`src/sv/cf_time_units_parser_defines.svh`:
```
// Assertion macros shared by the time-units parser RTL.
`ifndef CF_TIME_UNITS_PARSER_DEFINES_SVH
`define CF_TIME_UNITS_PARSER_DEFINES_SVH

`ifndef SYNTH
// Checked property, disabled while reset is asserted.
`define CTU_ASSERT(lbl, clk, rst, prop, msg) \
  lbl: assert property (@(posedge clk) disable iff (rst) prop) else $error(msg);
// Checked property that also holds while reset is asserted.
`define CTU_ASSERT_ALWAYS(lbl, clk, prop, msg) \
  lbl: assert property (@(posedge clk) prop) else $error(msg);
`else
`define CTU_ASSERT(lbl, clk, rst, prop, msg)
`define CTU_ASSERT_ALWAYS(lbl, clk, prop, msg)
`endif

`endif

```
`src/sv/ctu_pkg.sv`:
```
// Types, constants and step functions of the time-units parser.
package ctu_pkg;

  // Parse phase of the reference text.
  typedef enum logic [3:0] {
    PH_UNIT, PH_YEAR, PH_MONTH, PH_DAY, PH_PRE_T, PH_POST_T, PH_HOUR,
    PH_MIN, PH_SEC, PH_TAIL, PH_IGNORE, PH_END
  } phase_t;

  typedef enum logic [1:0] {NUM_WS, NUM_SIGN, NUM_DIG} num_sub_t;
  typedef enum logic [1:0] {NUM_GO, NUM_OK, NUM_BAD} num_res_t;

  typedef enum logic [3:0] {
    TL_START, TL_FRAC, TL_SPACE, TL_OH1, TL_OH2, TL_COLON, TL_OM1, TL_OM2, TL_DONE
  } tl_phase_t;

  localparam logic [1:0] UNIT_SEC  = 2'd0;
  localparam logic [1:0] UNIT_MIN  = 2'd1;
  localparam logic [1:0] UNIT_HOUR = 2'd2;
  localparam logic [1:0] UNIT_DAY  = 2'd3;

  localparam logic [55:0] SINCE_PATTERN = 56'h2073696E636520;
  localparam logic [35:0] MAG_SAT = 36'd2147483649;

  typedef struct packed {
    num_sub_t    sub;
    logic        sign;
    logic [31:0] acc;
  } num_t;

  typedef struct packed {
    num_t     n;
    num_res_t r;
  } num_step_t;

  typedef struct packed {
    tl_phase_t  ph;
    logic       neg;
    logic [6:0] hours;
    logic [6:0] mins;
  } tail_t;

  typedef struct packed {
    tail_t t;
    logic  bad;
  } tail_step_t;

  // Status of the unit-word search for the current character.
  typedef struct packed {
    logic       found;
    logic       good;
    logic [1:0] code;
  } unit_res_t;

  localparam num_t  NUM_RESET  = '{sub: NUM_WS, sign: 1'b0, acc: 32'd0};
  localparam tail_t TAIL_RESET = '{ph: TL_START, neg: 1'b0, hours: 7'd0, mins: 7'd0};

  function automatic logic is_decimal(input logic [7:0] c);
    return (c >= "0") && (c <= "9");
  endfunction

  function automatic logic is_blank(input logic [7:0] c);
    return (c == " ") || (c == 8'h09);
  endfunction

  function automatic logic is_space(input logic [7:0] c);
    return (c == " ") || ((c >= 8'h09) && (c <= 8'h0D));
  endfunction

  // Multiply by ten and add a digit, saturating just above the signed 32-bit range.
  function automatic num_t num_add(input num_t n, input logic [7:0] c);
    logic [35:0] p;
    num_t        r;
    r = n;
    p = ({4'd0, n.acc} << 3) + ({4'd0, n.acc} << 1) + {32'd0, c[3:0]};
    r.acc = (p > MAG_SAT) ? MAG_SAT[31:0] : p[31:0];
    return r;
  endfunction

  function automatic logic num_in_range(input num_t n);
    return n.acc <= (n.sign ? 32'h8000_0000 : 32'h7FFF_FFFF);
  endfunction

  function automatic logic [31:0] num_value(input num_t n);
    return n.sign ? (32'd0 - n.acc) : n.acc;
  endfunction

  function automatic logic num_end_ok(input num_t n);
    return (n.sub == NUM_DIG) && num_in_range(n);
  endfunction

  // One character into the lenient signed-integer reader.
  function automatic num_step_t num_feed(input num_t n, input logic [7:0] c);
    num_step_t s;
    logic      fin;
    s.n = n;
    s.r = NUM_GO;
    fin = 1'b0;
    if (n.sub == NUM_WS) begin
      if (is_space(c)) begin
        fin = 1'b1;
      end else if ((c == "+") || (c == "-")) begin
        s.n.sign = (c == "-");
        s.n.sub = NUM_SIGN;
        fin = 1'b1;
      end
    end else if ((n.sub == NUM_DIG) && !is_decimal(c)) begin
      s.r = num_in_range(n) ? NUM_OK : NUM_BAD;
      fin = 1'b1;
    end
    if (!fin) begin
      if (!is_decimal(c)) begin
        s.r = NUM_BAD;
      end else begin
        s.n.sub = NUM_DIG;
        s.n = num_add(s.n, c);
      end
    end
    return s;
  endfunction

  // One character into the fraction and offset reader.
  function automatic tail_step_t tail_feed(input tail_t t, input logic [7:0] c);
    tail_step_t s;
    logic       fin;
    s.t = t;
    s.bad = 1'b0;
    fin = 1'b0;
    if (s.t.ph == TL_START) begin
      if (c == ".") begin
        s.t.ph = TL_FRAC;
        fin = 1'b1;
      end else begin
        s.t.ph = TL_SPACE;
      end
    end
    if (!fin && (s.t.ph == TL_FRAC)) begin
      if (is_decimal(c)) fin = 1'b1;
      else s.t.ph = TL_SPACE;
    end
    if (!fin) begin
      case (s.t.ph)
        TL_SPACE: begin
          if (!is_blank(c)) begin
            if ((c == "+") || (c == "-")) begin
              s.t.neg = (c == "-");
              s.t.ph = TL_OH1;
            end else begin
              s.t.ph = TL_DONE;
            end
          end
        end
        TL_OH1: begin
          if (!is_decimal(c)) begin
            s.bad = 1'b1;
          end else begin
            s.t.hours = {3'd0, c[3:0]};
            s.t.ph = TL_OH2;
          end
        end
        TL_OH2: begin
          if (!is_decimal(c)) begin
            s.bad = 1'b1;
          end else begin
            s.t.hours = 7'((s.t.hours << 3) + (s.t.hours << 1) + {3'd0, c[3:0]});
            s.t.ph = TL_COLON;
          end
        end
        TL_COLON, TL_OM1: begin
          if ((s.t.ph == TL_COLON) && (c == ":")) begin
            s.t.ph = TL_OM1;
          end else if (is_decimal(c)) begin
            s.t.mins = {3'd0, c[3:0]};
            s.t.ph = TL_OM2;
          end else begin
            s.t.ph = TL_DONE;
          end
        end
        TL_OM2: begin
          if (!is_decimal(c)) begin
            s.bad = 1'b1;
          end else begin
            s.t.mins = 7'((s.t.mins << 3) + (s.t.mins << 1) + {3'd0, c[3:0]});
            s.t.ph = TL_DONE;
          end
        end
        default: ;
      endcase
    end
    return s;
  endfunction

  function automatic logic tail_end_bad(input tail_t t);
    return (t.ph == TL_OH1) || (t.ph == TL_OH2) || (t.ph == TL_OM2);
  endfunction

  // Classify the unit word; first byte in the top bits. Bit 2 flags a match.
  function automatic logic [2:0] unit_classify(input logic [55:0] w, input logic [2:0] len);
    logic [2:0] r;
    r = 3'b000;
    case (len)
      3'd1: begin
        if (w[55:48] == "s") r = {1'b1, UNIT_SEC};
        else if (w[55:48] == "h") r = {1'b1, UNIT_HOUR};
        else if (w[55:48] == "d") r = {1'b1, UNIT_DAY};
      end
      3'd2: begin
        if (w[55:40] == "hr") r = {1'b1, UNIT_HOUR};
      end
      3'd3: begin
        if (w[55:32] == "sec") r = {1'b1, UNIT_SEC};
        else if (w[55:32] == "min") r = {1'b1, UNIT_MIN};
        else if (w[55:32] == "hrs") r = {1'b1, UNIT_HOUR};
        else if (w[55:32] == "day") r = {1'b1, UNIT_DAY};
      end
      3'd4: begin
        if (w[55:24] == "secs") r = {1'b1, UNIT_SEC};
        else if (w[55:24] == "mins") r = {1'b1, UNIT_MIN};
        else if (w[55:24] == "hour") r = {1'b1, UNIT_HOUR};
        else if (w[55:24] == "days") r = {1'b1, UNIT_DAY};
      end
      3'd5: begin
        if (w[55:16] == "hours") r = {1'b1, UNIT_HOUR};
      end
      3'd6: begin
        if (w[55:8] == "second") r = {1'b1, UNIT_SEC};
        else if (w[55:8] == "minute") r = {1'b1, UNIT_MIN};
      end
      3'd7: begin
        if (w == "seconds") r = {1'b1, UNIT_SEC};
        else if (w == "minutes") r = {1'b1, UNIT_MIN};
      end
      default: r = 3'b000;
    endcase
    return r;
  endfunction

endpackage

```
`src/sv/ctu_if.sv`:
```
// Valid/ready channel interfaces for characters in and results out.
interface ctu_char_if;
  logic       valid;
  logic       ready;
  logic [7:0] char_code;
  logic       is_last;
  modport source(output valid, char_code, is_last, input ready);
  modport sink(input valid, char_code, is_last, output ready);
endinterface

interface ctu_res_if;
  logic               valid;
  logic               ready;
  logic               valid_res;
  logic [1:0]         unit_code;
  logic signed [31:0] ref_year;
  logic [3:0]         ref_month;
  logic [4:0]         ref_day;
  logic signed [31:0] ref_hour;
  logic signed [31:0] ref_minute;
  logic signed [31:0] ref_second;
  logic signed [11:0] offset_minutes;
  modport source(output valid, valid_res, unit_code, ref_year, ref_month, ref_day,
                 ref_hour, ref_minute, ref_second, offset_minutes, input ready);
  modport sink(input valid, valid_res, unit_code, ref_year, ref_month, ref_day,
               ref_hour, ref_minute, ref_second, offset_minutes, output ready);
endinterface

```
`src/sv/cf_time_units_parser.sv`:
```
// Top level of the streaming CF time-units parser.
// Usage:
//   char_in carries one character of "<unit> since <reference>" per beat,
//   with is_last set on the final character of the string.
//   res_out carries one beat per string, issued for the beat marked last.
//   valid_res is 0 when the string did not decode; all other fields are then 0.
// Timing:
//   A beat is captured in an input register, then parsed into the parse state
//   and, for a last beat, into the result register.
//   Throughput is one character per cycle while no result is stalled; the parse
//   step (a multiply-by-ten accumulate and a phase transition) sets the cycle.
// Reset:
//   rst clears the input and result registers and returns the parser to the
//   start of the unit word. After every result the parser also restarts.
// Stall:
//   While a result waits for res_out.ready, the parse step holds; the input
//   register still takes one beat, then char_in.ready drops until the result
//   is taken.
`include "cf_time_units_parser_defines.svh"

module cf_time_units_parser #(
  parameter int UNIT_CHARS = 16
) (
  input logic      clk,
  input logic      rst,
  ctu_char_if.sink char_in,
  ctu_res_if.source res_out
);
  import ctu_pkg::*;

  // Input register.
  logic       s1_valid;
  logic [7:0] s1_char;
  logic       s1_last;
  logic       advance;
  logic       step_en;

  // Parse state.
  phase_t          phase;
  phase_t          phase_next;
  num_t            num;
  num_t            num_next;
  tail_t           tail;
  tail_t           tail_next;
  logic [5:0][31:0] fields;
  logic [5:0][31:0] fields_next;
  logic            fail;
  logic            fail_next;
  logic [1:0]      unit_sel;
  logic [1:0]      unit_sel_next;
  unit_res_t       ures;

  // Result computed from the state after the step.
  logic        res_ok;
  logic [11:0] res_offset;

  // Result register.
  logic               res_valid;
  logic               r_valid_res;
  logic [1:0]         r_unit_code;
  logic [31:0]        r_year;
  logic [3:0]         r_month;
  logic [4:0]         r_day;
  logic [31:0]        r_hour;
  logic [31:0]        r_minute;
  logic [31:0]        r_second;
  logic [11:0]        r_offset;

  assign advance = !res_valid || res_out.ready;
  assign step_en = s1_valid && advance;
  assign char_in.ready = !s1_valid || advance;

  // Input register takes a beat whenever it is empty or drains.
  always_ff @(posedge clk) begin
    if (rst) begin
      s1_valid <= 1'b0;
    end else if (char_in.ready) begin
      s1_valid <= char_in.valid;
    end
  end

  always_ff @(posedge clk) begin
    if (char_in.ready && char_in.valid) begin
      s1_char <= char_in.char_code;
      s1_last <= char_in.is_last;
    end
  end

  ctu_unit #(
    .UNIT_CHARS(UNIT_CHARS)
  ) u_unit (
    .clk      (clk),
    .rst      (rst),
    .step     (step_en && (phase == PH_UNIT)),
    .clear    (step_en && s1_last),
    .char_code(s1_char),
    .res      (ures)
  );

  // One character through the reference parser, then the end of text if due.
  // Each number reader is only entered from its own phase, so it reads the
  // registered number state directly.
  always_comb begin : parse_step
    logic       done;
    logic       zero_end;
    logic       is_min;
    num_step_t  ns;
    tail_step_t ts;
    logic [7:0] c;
    c = s1_char;
    phase_next = phase;
    num_next = num;
    tail_next = tail;
    fields_next = fields;
    fail_next = fail;
    unit_sel_next = unit_sel;
    done = 1'b0;
    zero_end = 1'b0;
    is_min = 1'b0;
    ns = '0;
    ts = '0;

    if (phase == PH_UNIT) begin
      if (ures.found) begin
        if (ures.good) begin
          unit_sel_next = ures.code;
          phase_next = PH_YEAR;
          num_next = NUM_RESET;
        end else begin
          fail_next = 1'b1;
          phase_next = PH_IGNORE;
        end
      end
    end else if (phase != PH_END) begin
      if (c == 8'd0) begin
        zero_end = 1'b1;
      end else begin
        // Date fields.
        if (phase_next inside {PH_YEAR, PH_MONTH, PH_DAY}) begin
          ns = num_feed(num, c);
          num_next = ns.n;
          case (ns.r)
            NUM_GO: done = 1'b1;
            NUM_BAD: begin
              fail_next = 1'b1;
              phase_next = PH_IGNORE;
              done = 1'b1;
            end
            default: begin
              if (phase_next == PH_YEAR) fields_next[0] = num_value(num_next);
              else if (phase_next == PH_MONTH) fields_next[1] = num_value(num_next);
              else fields_next[2] = num_value(num_next);
              if (phase_next == PH_DAY) begin
                phase_next = PH_PRE_T;
              end else if (c == "-") begin
                phase_next = (phase_next == PH_YEAR) ? PH_MONTH : PH_DAY;
                num_next = NUM_RESET;
                done = 1'b1;
              end else begin
                fail_next = 1'b1;
                phase_next = PH_IGNORE;
                done = 1'b1;
              end
            end
          endcase
        end
        // Optional T separator.
        if (!done && (phase_next == PH_PRE_T)) begin
          if (is_blank(c)) begin
            done = 1'b1;
          end else begin
            phase_next = PH_POST_T;
            if ((c == "T") || (c == "t")) done = 1'b1;
          end
        end
        // Start of the time of day, or straight to the offset.
        if (!done && (phase_next == PH_POST_T)) begin
          if (is_blank(c)) begin
            done = 1'b1;
          end else if (is_decimal(c)) begin
            phase_next = PH_HOUR;
            num_next = NUM_RESET;
            num_next.sub = NUM_DIG;
            num_next = num_add(num_next, c);
            done = 1'b1;
          end else begin
            tail_next = TAIL_RESET;
            phase_next = PH_TAIL;
          end
        end
        // Hour.
        if (!done && (phase_next == PH_HOUR)) begin
          ns = num_feed(num, c);
          num_next = ns.n;
          if (ns.r == NUM_GO) begin
            done = 1'b1;
          end else begin
            tail_next = TAIL_RESET;
            if (ns.r == NUM_BAD) begin
              phase_next = PH_IGNORE;
              done = 1'b1;
            end else begin
              fields_next[3] = num_value(num_next);
              if (c == ":") begin
                phase_next = PH_MIN;
                num_next = NUM_RESET;
                done = 1'b1;
              end else begin
                phase_next = PH_TAIL;
              end
            end
          end
        end
        // Minute and second; the offset reader runs alongside.
        if (!done && ((phase_next == PH_MIN) || (phase_next == PH_SEC))) begin
          is_min = (phase_next == PH_MIN);
          ns = num_feed(num, c);
          num_next = ns.n;
          if (ns.r == NUM_OK) begin
            if (is_min) fields_next[4] = num_value(num_next);
            else fields_next[5] = num_value(num_next);
            tail_next = TAIL_RESET;
            if (is_min && (c == ":")) begin
              phase_next = PH_SEC;
              num_next = NUM_RESET;
              done = 1'b1;
            end else begin
              phase_next = PH_TAIL;
            end
          end else begin
            if (ns.r == NUM_BAD) phase_next = PH_TAIL;
            ts = tail_feed(tail_next, c);
            tail_next = ts.t;
            if (ts.bad) begin
              fail_next = 1'b1;
              phase_next = PH_IGNORE;
            end
            done = 1'b1;
          end
        end
        // Fraction and offset.
        if (!done && (phase_next == PH_TAIL)) begin
          ts = tail_feed(tail_next, c);
          tail_next = ts.t;
          if (ts.bad) begin
            fail_next = 1'b1;
            phase_next = PH_IGNORE;
          end
        end
      end
    end

    // End of text: a zero character or the last beat.
    if (zero_end || (s1_last && (phase_next != PH_END))) begin
      case (phase_next)
        PH_UNIT, PH_YEAR, PH_MONTH: fail_next = 1'b1;
        PH_DAY: begin
          if (num_end_ok(num_next)) fields_next[2] = num_value(num_next);
          else fail_next = 1'b1;
        end
        PH_HOUR: begin
          if (num_end_ok(num_next)) fields_next[3] = num_value(num_next);
        end
        PH_MIN, PH_SEC: begin
          if (num_end_ok(num_next)) begin
            if (phase_next == PH_MIN) fields_next[4] = num_value(num_next);
            else fields_next[5] = num_value(num_next);
            tail_next = TAIL_RESET;
          end else if (tail_end_bad(tail_next)) begin
            fail_next = 1'b1;
          end
        end
        PH_TAIL: begin
          if (tail_end_bad(tail_next)) fail_next = 1'b1;
        end
        default: ;
      endcase
      phase_next = PH_END;
    end
  end

  // Result checks and offset in minutes.
  always_comb begin
    res_ok = !fail_next &&
             (fields_next[1] >= 32'd1) && (fields_next[1] <= 32'd12) &&
             (fields_next[2] >= 32'd1) && (fields_next[2] <= 32'd31) &&
             (tail_next.hours <= 7'd23) && (tail_next.mins <= 7'd59);
    res_offset = 12'(tail_next.hours) * 12'd60 + 12'(tail_next.mins);
    if (tail_next.neg) res_offset = 12'd0 - res_offset;
  end

  // Parse state; a last beat returns it to the reset values.
  always_ff @(posedge clk) begin
    if (rst || (step_en && s1_last)) begin
      phase <= PH_UNIT;
      num <= NUM_RESET;
      tail <= TAIL_RESET;
      fields <= {32'd0, 32'd0, 32'd0, 32'd1, 32'd1, 32'd0};
      fail <= 1'b0;
      unit_sel <= UNIT_SEC;
    end else if (step_en) begin
      phase <= phase_next;
      num <= num_next;
      tail <= tail_next;
      fields <= fields_next;
      fail <= fail_next;
      unit_sel <= unit_sel_next;
    end
  end

  // Result register valid.
  always_ff @(posedge clk) begin
    if (rst) begin
      res_valid <= 1'b0;
    end else if (step_en && s1_last) begin
      res_valid <= 1'b1;
    end else if (res_out.ready) begin
      res_valid <= 1'b0;
    end
  end

  // Result payload; fields are zero when the string did not decode.
  always_ff @(posedge clk) begin
    if (step_en && s1_last) begin
      r_valid_res <= res_ok;
      r_unit_code <= res_ok ? unit_sel_next : 2'd0;
      r_year <= res_ok ? fields_next[0] : 32'd0;
      r_month <= res_ok ? fields_next[1][3:0] : 4'd0;
      r_day <= res_ok ? fields_next[2][4:0] : 5'd0;
      r_hour <= res_ok ? fields_next[3] : 32'd0;
      r_minute <= res_ok ? fields_next[4] : 32'd0;
      r_second <= res_ok ? fields_next[5] : 32'd0;
      r_offset <= res_ok ? res_offset : 12'd0;
    end
  end

  assign res_out.valid = res_valid;
  assign res_out.valid_res = r_valid_res;
  assign res_out.unit_code = r_unit_code;
  assign res_out.ref_year = r_year;
  assign res_out.ref_month = r_month;
  assign res_out.ref_day = r_day;
  assign res_out.ref_hour = r_hour;
  assign res_out.ref_minute = r_minute;
  assign res_out.ref_second = r_second;
  assign res_out.offset_minutes = r_offset;

  // A result appears only after a last beat went through the parse step.
  `CTU_ASSERT(a_res_from_last, clk, rst, $rose(res_valid) |-> $past(step_en && s1_last), "result without a last beat")
  // The parse step holds while a result is stalled.
  `CTU_ASSERT(a_stall_holds, clk, rst, (res_valid && !res_out.ready) |-> !step_en, "parse advanced during stall")
  // A failed decode carries zero fields.
  `CTU_ASSERT(a_zero_fields, clk, rst, (res_valid && !r_valid_res) |-> (r_year == 32'd0 && r_offset == 12'd0 && r_unit_code == 2'd0), "failed result has nonzero fields")
  // The parser restarts after every last beat.
  `CTU_ASSERT(a_restart, clk, rst, (step_en && s1_last) |=> (phase == PH_UNIT), "parser did not restart")
  // Reset empties the result register.
  `CTU_ASSERT_ALWAYS(a_reset_empty, clk, rst |=> !res_valid, "result valid after reset")

endmodule

```
`src/sv/ctu_unit.sv`:
```
// Unit-word collector and " since " search over a seven-character window.
module ctu_unit #(
  parameter int UNIT_CHARS = 16
) (
  input  logic                clk,
  input  logic                rst,
  input  logic                step,
  input  logic                clear,
  input  logic [7:0]          char_code,
  output ctu_pkg::unit_res_t  res
);
  import ctu_pkg::*;

  localparam int LW = $clog2(UNIT_CHARS + 1);
  localparam int IW = $clog2(UNIT_CHARS);

  logic [55:0]   window;
  logic [55:0]   window_next;
  logic [2:0]    fill;
  logic [2:0]    fill_next;
  logic [7:0]    chars [UNIT_CHARS];
  logic [LW-1:0] len;
  logic [LW-1:0] len_next;
  logic          gap;
  logic          gap_next;
  logic          bad;
  logic          bad_next;
  logic          wr;
  logic [7:0]    lc;
  logic [7:0]    u;
  logic [55:0]   word;
  logic [2:0]    cls;

  // Fold case, shift the window and feed the byte that leaves it to the word.
  always_comb begin
    lc = ((char_code >= "A") && (char_code <= "Z")) ? (char_code | 8'h20) : char_code;
    u = window[55:48];
    gap_next = gap;
    bad_next = bad;
    len_next = len;
    wr = 1'b0;
    if (fill == 3'd7) begin
      if (is_blank(u)) begin
        if (len != '0) gap_next = 1'b1;
      end else if (gap || (len == LW'(UNIT_CHARS))) begin
        bad_next = 1'b1;
      end else begin
        wr = 1'b1;
        len_next = len + LW'(1);
      end
    end
    window_next = {window[47:0], lc};
    fill_next = (fill == 3'd7) ? 3'd7 : fill + 3'd1;
  end

  // First seven bytes of the word as they stand after this character.
  always_comb begin
    for (int i = 0; i < 7; i++) begin
      word[55 - 8*i -: 8] = (wr && (len == LW'(i))) ? u : chars[i];
    end
    cls = unit_classify(word, len_next[2:0]);
    res.found = (fill_next == 3'd7) && (window_next == SINCE_PATTERN);
    res.good = !bad_next && cls[2] && (len_next <= LW'(7));
    res.code = cls[1:0];
  end

  // Control state of the search.
  always_ff @(posedge clk) begin
    if (rst || clear) begin
      window <= '0;
      fill <= '0;
      len <= '0;
      gap <= 1'b0;
      bad <= 1'b0;
    end else if (step) begin
      window <= window_next;
      fill <= fill_next;
      len <= len_next;
      gap <= gap_next;
      bad <= bad_next;
    end
  end

  // Word storage, written at the current length.
  always_ff @(posedge clk) begin
    if (step && wr) begin
      chars[len[IW-1:0]] <= u;
    end
  end

endmodule

```
`src/flat_wrapper.sv`:
```
// flat-port wrapper written by rule: the top's interface ports become plain ports
module cf_time_units_parser_flat import ctu_pkg::*;
#(
  parameter int UNIT_CHARS = 16
)
  (clk, rst, char_in_valid, char_in_char_code, char_in_is_last, char_in_ready, res_out_valid, res_out_valid_res, res_out_unit_code, res_out_ref_year, res_out_ref_month, res_out_ref_day, res_out_ref_hour, res_out_ref_minute, res_out_ref_second, res_out_offset_minutes, res_out_ready);
  ctu_char_if char_in_i ();
  ctu_res_if res_out_i ();
  input logic clk;
  input logic rst;
  input wire logic [$bits(char_in_i.valid)-1:0] char_in_valid;
  input wire logic [$bits(char_in_i.char_code)-1:0] char_in_char_code;
  input wire logic [$bits(char_in_i.is_last)-1:0] char_in_is_last;
  output wire logic [$bits(char_in_i.ready)-1:0] char_in_ready;
  output wire logic [$bits(res_out_i.valid)-1:0] res_out_valid;
  output wire logic [$bits(res_out_i.valid_res)-1:0] res_out_valid_res;
  output wire logic [$bits(res_out_i.unit_code)-1:0] res_out_unit_code;
  output wire logic [$bits(res_out_i.ref_year)-1:0] res_out_ref_year;
  output wire logic [$bits(res_out_i.ref_month)-1:0] res_out_ref_month;
  output wire logic [$bits(res_out_i.ref_day)-1:0] res_out_ref_day;
  output wire logic [$bits(res_out_i.ref_hour)-1:0] res_out_ref_hour;
  output wire logic [$bits(res_out_i.ref_minute)-1:0] res_out_ref_minute;
  output wire logic [$bits(res_out_i.ref_second)-1:0] res_out_ref_second;
  output wire logic [$bits(res_out_i.offset_minutes)-1:0] res_out_offset_minutes;
  input wire logic [$bits(res_out_i.ready)-1:0] res_out_ready;
  assign char_in_i.valid = char_in_valid;
  assign char_in_i.char_code = char_in_char_code;
  assign char_in_i.is_last = char_in_is_last;
  assign char_in_ready = char_in_i.ready;
  assign res_out_valid = res_out_i.valid;
  assign res_out_valid_res = res_out_i.valid_res;
  assign res_out_unit_code = res_out_i.unit_code;
  assign res_out_ref_year = res_out_i.ref_year;
  assign res_out_ref_month = res_out_i.ref_month;
  assign res_out_ref_day = res_out_i.ref_day;
  assign res_out_ref_hour = res_out_i.ref_hour;
  assign res_out_ref_minute = res_out_i.ref_minute;
  assign res_out_ref_second = res_out_i.ref_second;
  assign res_out_offset_minutes = res_out_i.offset_minutes;
  assign res_out_i.ready = res_out_ready;
  cf_time_units_parser #(.UNIT_CHARS(UNIT_CHARS)) u_core (.clk(clk), .rst(rst), .char_in(char_in_i), .res_out(res_out_i));
endmodule
```
`config.mk`:
```
export PLATFORM = sky130hd
export DESIGN_NAME = cf_time_units_parser_flat
export DESIGN_NICKNAME = d
export VERILOG_FILES = /design/src/sv/ctu_pkg.sv /design/src/sv/ctu_if.sv /design/src/sv/cf_time_units_parser.sv /design/src/sv/ctu_unit.sv /design/src/flat_wrapper.sv
export VERILOG_INCLUDE_DIRS = /design/src /design/src/sv
export SDC_FILE = /design/constraint.sdc
export NUM_CORES = 2
export LEC_CHECK = 0
export ABC_AREA = 1
export BUFFER_PORTS_ARGS = -buffer_cell sky130_fd_sc_hd__buf_2
export CELL_PAD_IN_SITES_DETAIL_PLACEMENT = 2
export CELL_PAD_IN_SITES_GLOBAL_PLACEMENT = 2
export CORE_MARGIN = 2
export CORE_UTILIZATION = 32
export DETAILED_ROUTE_END_ITERATION = 6
export GPL_TIMING_DRIVEN = 0
export PLACE_DENSITY_LB_ADDON = 0.2
export SLEW_MARGIN = 25
export SYNTH_ARGS = -nofsm -noshare
export SYNTH_HDL_FRONTEND = slang
export SYNTH_HIERARCHICAL = 1
export SYNTH_SLANG_ARGS = --single-unit
export TNS_END_PERCENT = 5
```
`constraint.sdc`:
```
create_clock -name clk -period 11.65 [get_ports clk]
set_clock_uncertainty 0.05 [all_clocks]
set_input_delay 0 -clock clk [delete_from_list [all_inputs] [get_ports clk]]
set_output_delay 0 -clock clk [all_outputs]
set_load 0.005 [all_outputs]
```
==> flow_summary.toml <==
[pwr]
cellPowerDensity_mw_per_mm2 = 139.6
internal_power_w = 0.003958
switching_power_w = 0.002349
p_clk_frac = 0.374
max-vdd-ir-drop_mv = 0.1255
leakage_nw = 20.26
power.share.sequential = 0.332
power.switching_fraction = 0.3724
power.combinational.fraction = 0.294

[global_route]
grt_start_max_net_pins = 27
grt_usage = 0.2970
wire_length_of_the_first_global_routing_pass_mm = 273.1
first_global_vias = 42485
overflow_after_grt = 0
number_of_antenna_violations_at_the_first_check_in_global_routing = 18

[synthesis]
ys_seq_elements = 538
mapped_area_mm2 = 0.03803
asyncSetResetFlopFracSynth = 0
synth_area_per_cell_um2 = 6.849
yosysSeqAreaShare = 0.3403
synth_nets = 5780
synth_enable_flop_cells = 217
synth_top_flop_cell = "sky130_fd_sc_hd__dfxtp_1"
yosys_warns = 6
number_of_distinct_library_cells_after_synthesis = 77
netlist_instances = 5553

[critical_path]
startpoint_type = "flip-flop"
cpMaxStageDelayCell = "sky130_fd_sc_hd__fa_1"
endpoint_kind = "flip-flop"
required_ps = 12010
timing.critical_path.slowest_cell_delay_ps = 640
critical_path.max_fanout = 8
crit_path_class = "reg -> reg"
cp_data_arrival_time_ps = 11640

[timing]
postLayoutSetupSlackWorst_ps = 370.0
fmaxAchievable_mhz = 88.65
timing.setup.tns_ps = 0
final_period_minus_worst_setup_slack_ps = 11280
drv_slew = 0
maxSlewHeadroom = 0.1716
timing.final.crit_share = 0.9682
setup_viol = 0
holdWs_ps = 31.61
finalHoldViolations = 0
worstMarginPinSlew_ps = 1238

[floorplan]
std_cell_rows = 126
design.die.area_mm2 = 0.1216
initial_core_utilization = 0.3225
top_level_ports = 167
core_region_area_mm2 = 0.1179
die_h_um = 348.7
fp.dieW_um = 348.7

[final_layout]
postLayoutCellArea_mm2 = 0.04516
area.growth.synth_to_final_pct = 18.76
n_fill_cell = 14228
final_net_count = 6101
post_route_cells_drive_above_1_share = 0.1334

[clocking]
cts_tree = "built"
clk_transition_reported_paths_ps = 60
latest_clock_arrival_within_the_worst_skew_pair_ps = 670
clock_tree.htree_level_count = 3
tritoncts_num_sinks = 538
cts-root-to-sink-buffers = 3
clockRootBuffer = "sky130_fd_sc_hd__clkbuf_16"
cts_buffers = 70

[placement]
gpl.final_weighted_congestion = 0.9110
post_dp_cell_area_mm2 = 0.04116
portBuffers = 166
dpl.hpwl_mm = 141.2
setup_ws_pre_cts_ps = -3187

[detailed_routing]
vias_cell = 5.482
num_vias = 40956
drt-wirelength-per-cell_um = 24.88
route.antenna.remaining_nets = 0
route.detailed.drc = 0
drt_pre_antenna_iters = 5
detail_route.wirelength_mm = 185.9
detail_route.iter0.violations = 2918

[hold_path]
min_path_type = "in -> reg"

[outcome]
outcome = "finished clean"

[job]
max_capacitance_violation_count = 0
==> critical path, delay by kind of cell, from the launching register on <==
kind	cells	cell delay (ps)
AO/OA/AOI/OAI	12	2210
XOR/XNOR	2	310
adder cells (fa/ha/maj)	7	3110
buffers and inverters	12	1270
flip-flops	1	510
AND/OR/NAND/NOR	26	3540
==> timing repair <==
item / in CTS / in global routing
gates resized for setup: 82 / 138
hold buffers: 17 / 0
hold endpoints to repair: 26 / 0
gates cloned: 0 / 2
endpoints found under the setup margin: 250 / 7
setup buffers: 17 / 32
pin swaps: 7 / 52
==> stage by stage <==
stage	util	cells	power [W]
final	0.3830	7471	0.006307
after global routing	0.3829	7467	0.006583
after CTS	0.3757	7434	0.006203
after detailed placement	0.3490	7271	0.003777
after global placement	0.3459	7255	0.003694
after floorplan	-	5553	0.003100
==> layer usage <==
| metal | up-vias | wire length (um) | GRT usage |
|---|---|---|---|
| met3 | 253 | 11500 | 0.04237 |
| met5 | - | 0 | 0 |
| li1 | 18761 | - | - |
| met1 | 20818 | 84040 | 0.4095 |
| met4 | 0 | 5003 | 0.08357 |
| met2 | 1124 | 85310 | 0.4820 |
==> registers in the layout, indices dropped and copies added (netlist names), 2 cells and up <==
signal	cells
u_core/unit_sel	2
u_core/res_out.ref_hour	32
u_core/u_unit/window	56
u_core/res_out.ref_day	5
u_core/num	35
u_core/fields	192
u_core/res_out.ref_minute	32
u_core/phase	4
u_core/u_unit/len	5
u_core/u_unit/fill	3
u_core/res_out.ref_year	32
u_core/res_out.unit_code	2
u_core/parse_step.c	8
u_core/res_out.ref_second	32
u_core/res_out.offset_minutes	12
u_core/res_out.ref_month	4
u_core/tail	19
u_core/u_unit/chars	56
==> cells by family (layout without fill, tap and decap cells) <==
logic type / count (synthesis) / count (layout) / share of synthesized area
buffers and inverters: 1103 / 1481 / 0.1145
AO/OA/AOI/OAI: 1268 / 1268 / 0.1831
flip-flops: 538 / 538 / 0.3403
XOR/XNOR: 92 / 92 / 0.02138
AND/OR/NAND/NOR: 2324 / 2324 / 0.2623
other: 0 / 4 / 0
multiplexers: 14 / 14 / 0.003685
adder cells (fa/ha/maj): 214 / 214 / 0.07475
==> power by group through the flow <==
stage / Sequential, W / Combinational, W / Clock, W
floorplan: 0.00211 / 0.000986 / 0
global placement: 0.00214 / 0.00155 / 0
detailed placement: 0.00214 / 0.00164 / 0
CTS: 0.00209 / 0.00171 / 0.00240
global route: 0.00210 / 0.00201 / 0.00248
finish: 0.00209 / 0.00186 / 0.00236
==> layout make-up <==
class                           instances  area (um^2)  area share
Clock buffer                          103         2051     0.04541
Multi-Input combinational cell       3912        21680      0.4800
Sequential cell                       538        12960      0.2869
Tap cell                             1536         1922     0.04255
Timing Repair Buffer                  250         1704     0.03773
Buffer                                245         1199     0.02654
Inverter                              857         3234     0.07161
Clock inverter                         26        410.4    0.009087
Antenna cell                            4        10.01   0.0002216
==> synth_stat cells, drive strengths merged (2+ instances only) <==
cell type	count	area, um^2
nand2	1338	5110
inv	850	3196
o21ai	666	3363
nor2	603	2626
a21oi	391	1976
dfxtp	321	6426
edfxtp	217	6516
nand3	205	1094
ha	192	2402
clkbuf	180	675.7
nand4	90	596.8
o211ai	89	673.1
buf	66	457.9
xor2	64	568.1
nor3	41	237.7
o22ai	32	220.2
xnor2	28	245.2
fa	22	440.4
or2	15	93.84
mux2i	14	140.1
nor4	14	87.58
o31ai	9	67.56
a211oi	8	65.06
a22oi	8	60.06
o2111ai	8	76.32
o21bai	8	60.06
o221ai	8	70.07
clkinv	7	26.28
nand3b	7	52.55
o21a	7	52.55
a31oi	6	37.54
a21o	5	37.54
and2	4	25.02
a21boi	3	22.52
a32oi	3	26.28
nor3b	3	22.52
o32ai	3	26.28
a221o	2	20.02
a221oi	2	17.52
o311ai	2	17.52
or4	2	15.01
==> path summary, 6_finish.rpt <==
kind / slack, ps / cells after the start / start / endpoint
worst max-delay path: 370 / 59 / u_core/parse_step.c[3] / u_core/res_out.offset_minutes[11]
worst min-delay path: 30 / 2 / char_in_char_code[1] / u_core/parse_step.c[1]
worst max register to register: 370 / 59 / u_core/parse_step.c[3] / u_core/res_out.offset_minutes[11]
worst min register to register: 430 / 2 / u_core/fields[50] / u_core/fields[50]
==> cell usage in the layout (no fill, tap or decap), types with 17 or more instances in the layout <==
| cell | n |
|---|---|
| sky130_fd_sc_hd__inv_2 | 43 |
| sky130_fd_sc_hd__o21ai_0 | 602 |
| sky130_fd_sc_hd__nor3_1 | 30 |
| sky130_fd_sc_hd__clkbuf_1 | 192 |
| sky130_fd_sc_hd__nor2_2 | 121 |
| sky130_fd_sc_hd__buf_1 | 18 |
| sky130_fd_sc_hd__clkbuf_16 | 76 |
| sky130_fd_sc_hd__dlygate4sd3_1 | 17 |
| sky130_fd_sc_hd__buf_4 | 56 |
| sky130_fd_sc_hd__nand3_2 | 17 |
| sky130_fd_sc_hd__nand4_1 | 86 |
| sky130_fd_sc_hd__o21ai_1 | 44 |
| sky130_fd_sc_hd__inv_1 | 801 |
| sky130_fd_sc_hd__fa_1 | 21 |
| sky130_fd_sc_hd__xor2_1 | 47 |
| sky130_fd_sc_hd__nor2_1 | 464 |
| sky130_fd_sc_hd__buf_6 | 25 |
| sky130_fd_sc_hd__a21oi_1 | 373 |
| sky130_fd_sc_hd__dfxtp_1 | 311 |
| sky130_fd_sc_hd__o211ai_1 | 88 |
| sky130_fd_sc_hd__edfxtp_1 | 217 |
| sky130_fd_sc_hd__buf_2 | 183 |
| sky130_fd_sc_hd__ha_1 | 187 |
| sky130_fd_sc_hd__nand2_1 | 1292 |
| sky130_fd_sc_hd__nand2_2 | 35 |
| sky130_fd_sc_hd__xnor2_1 | 24 |
| sky130_fd_sc_hd__nor2_4 | 18 |
| sky130_fd_sc_hd__nand3_1 | 185 |
(Power assumes the default switching activity.)
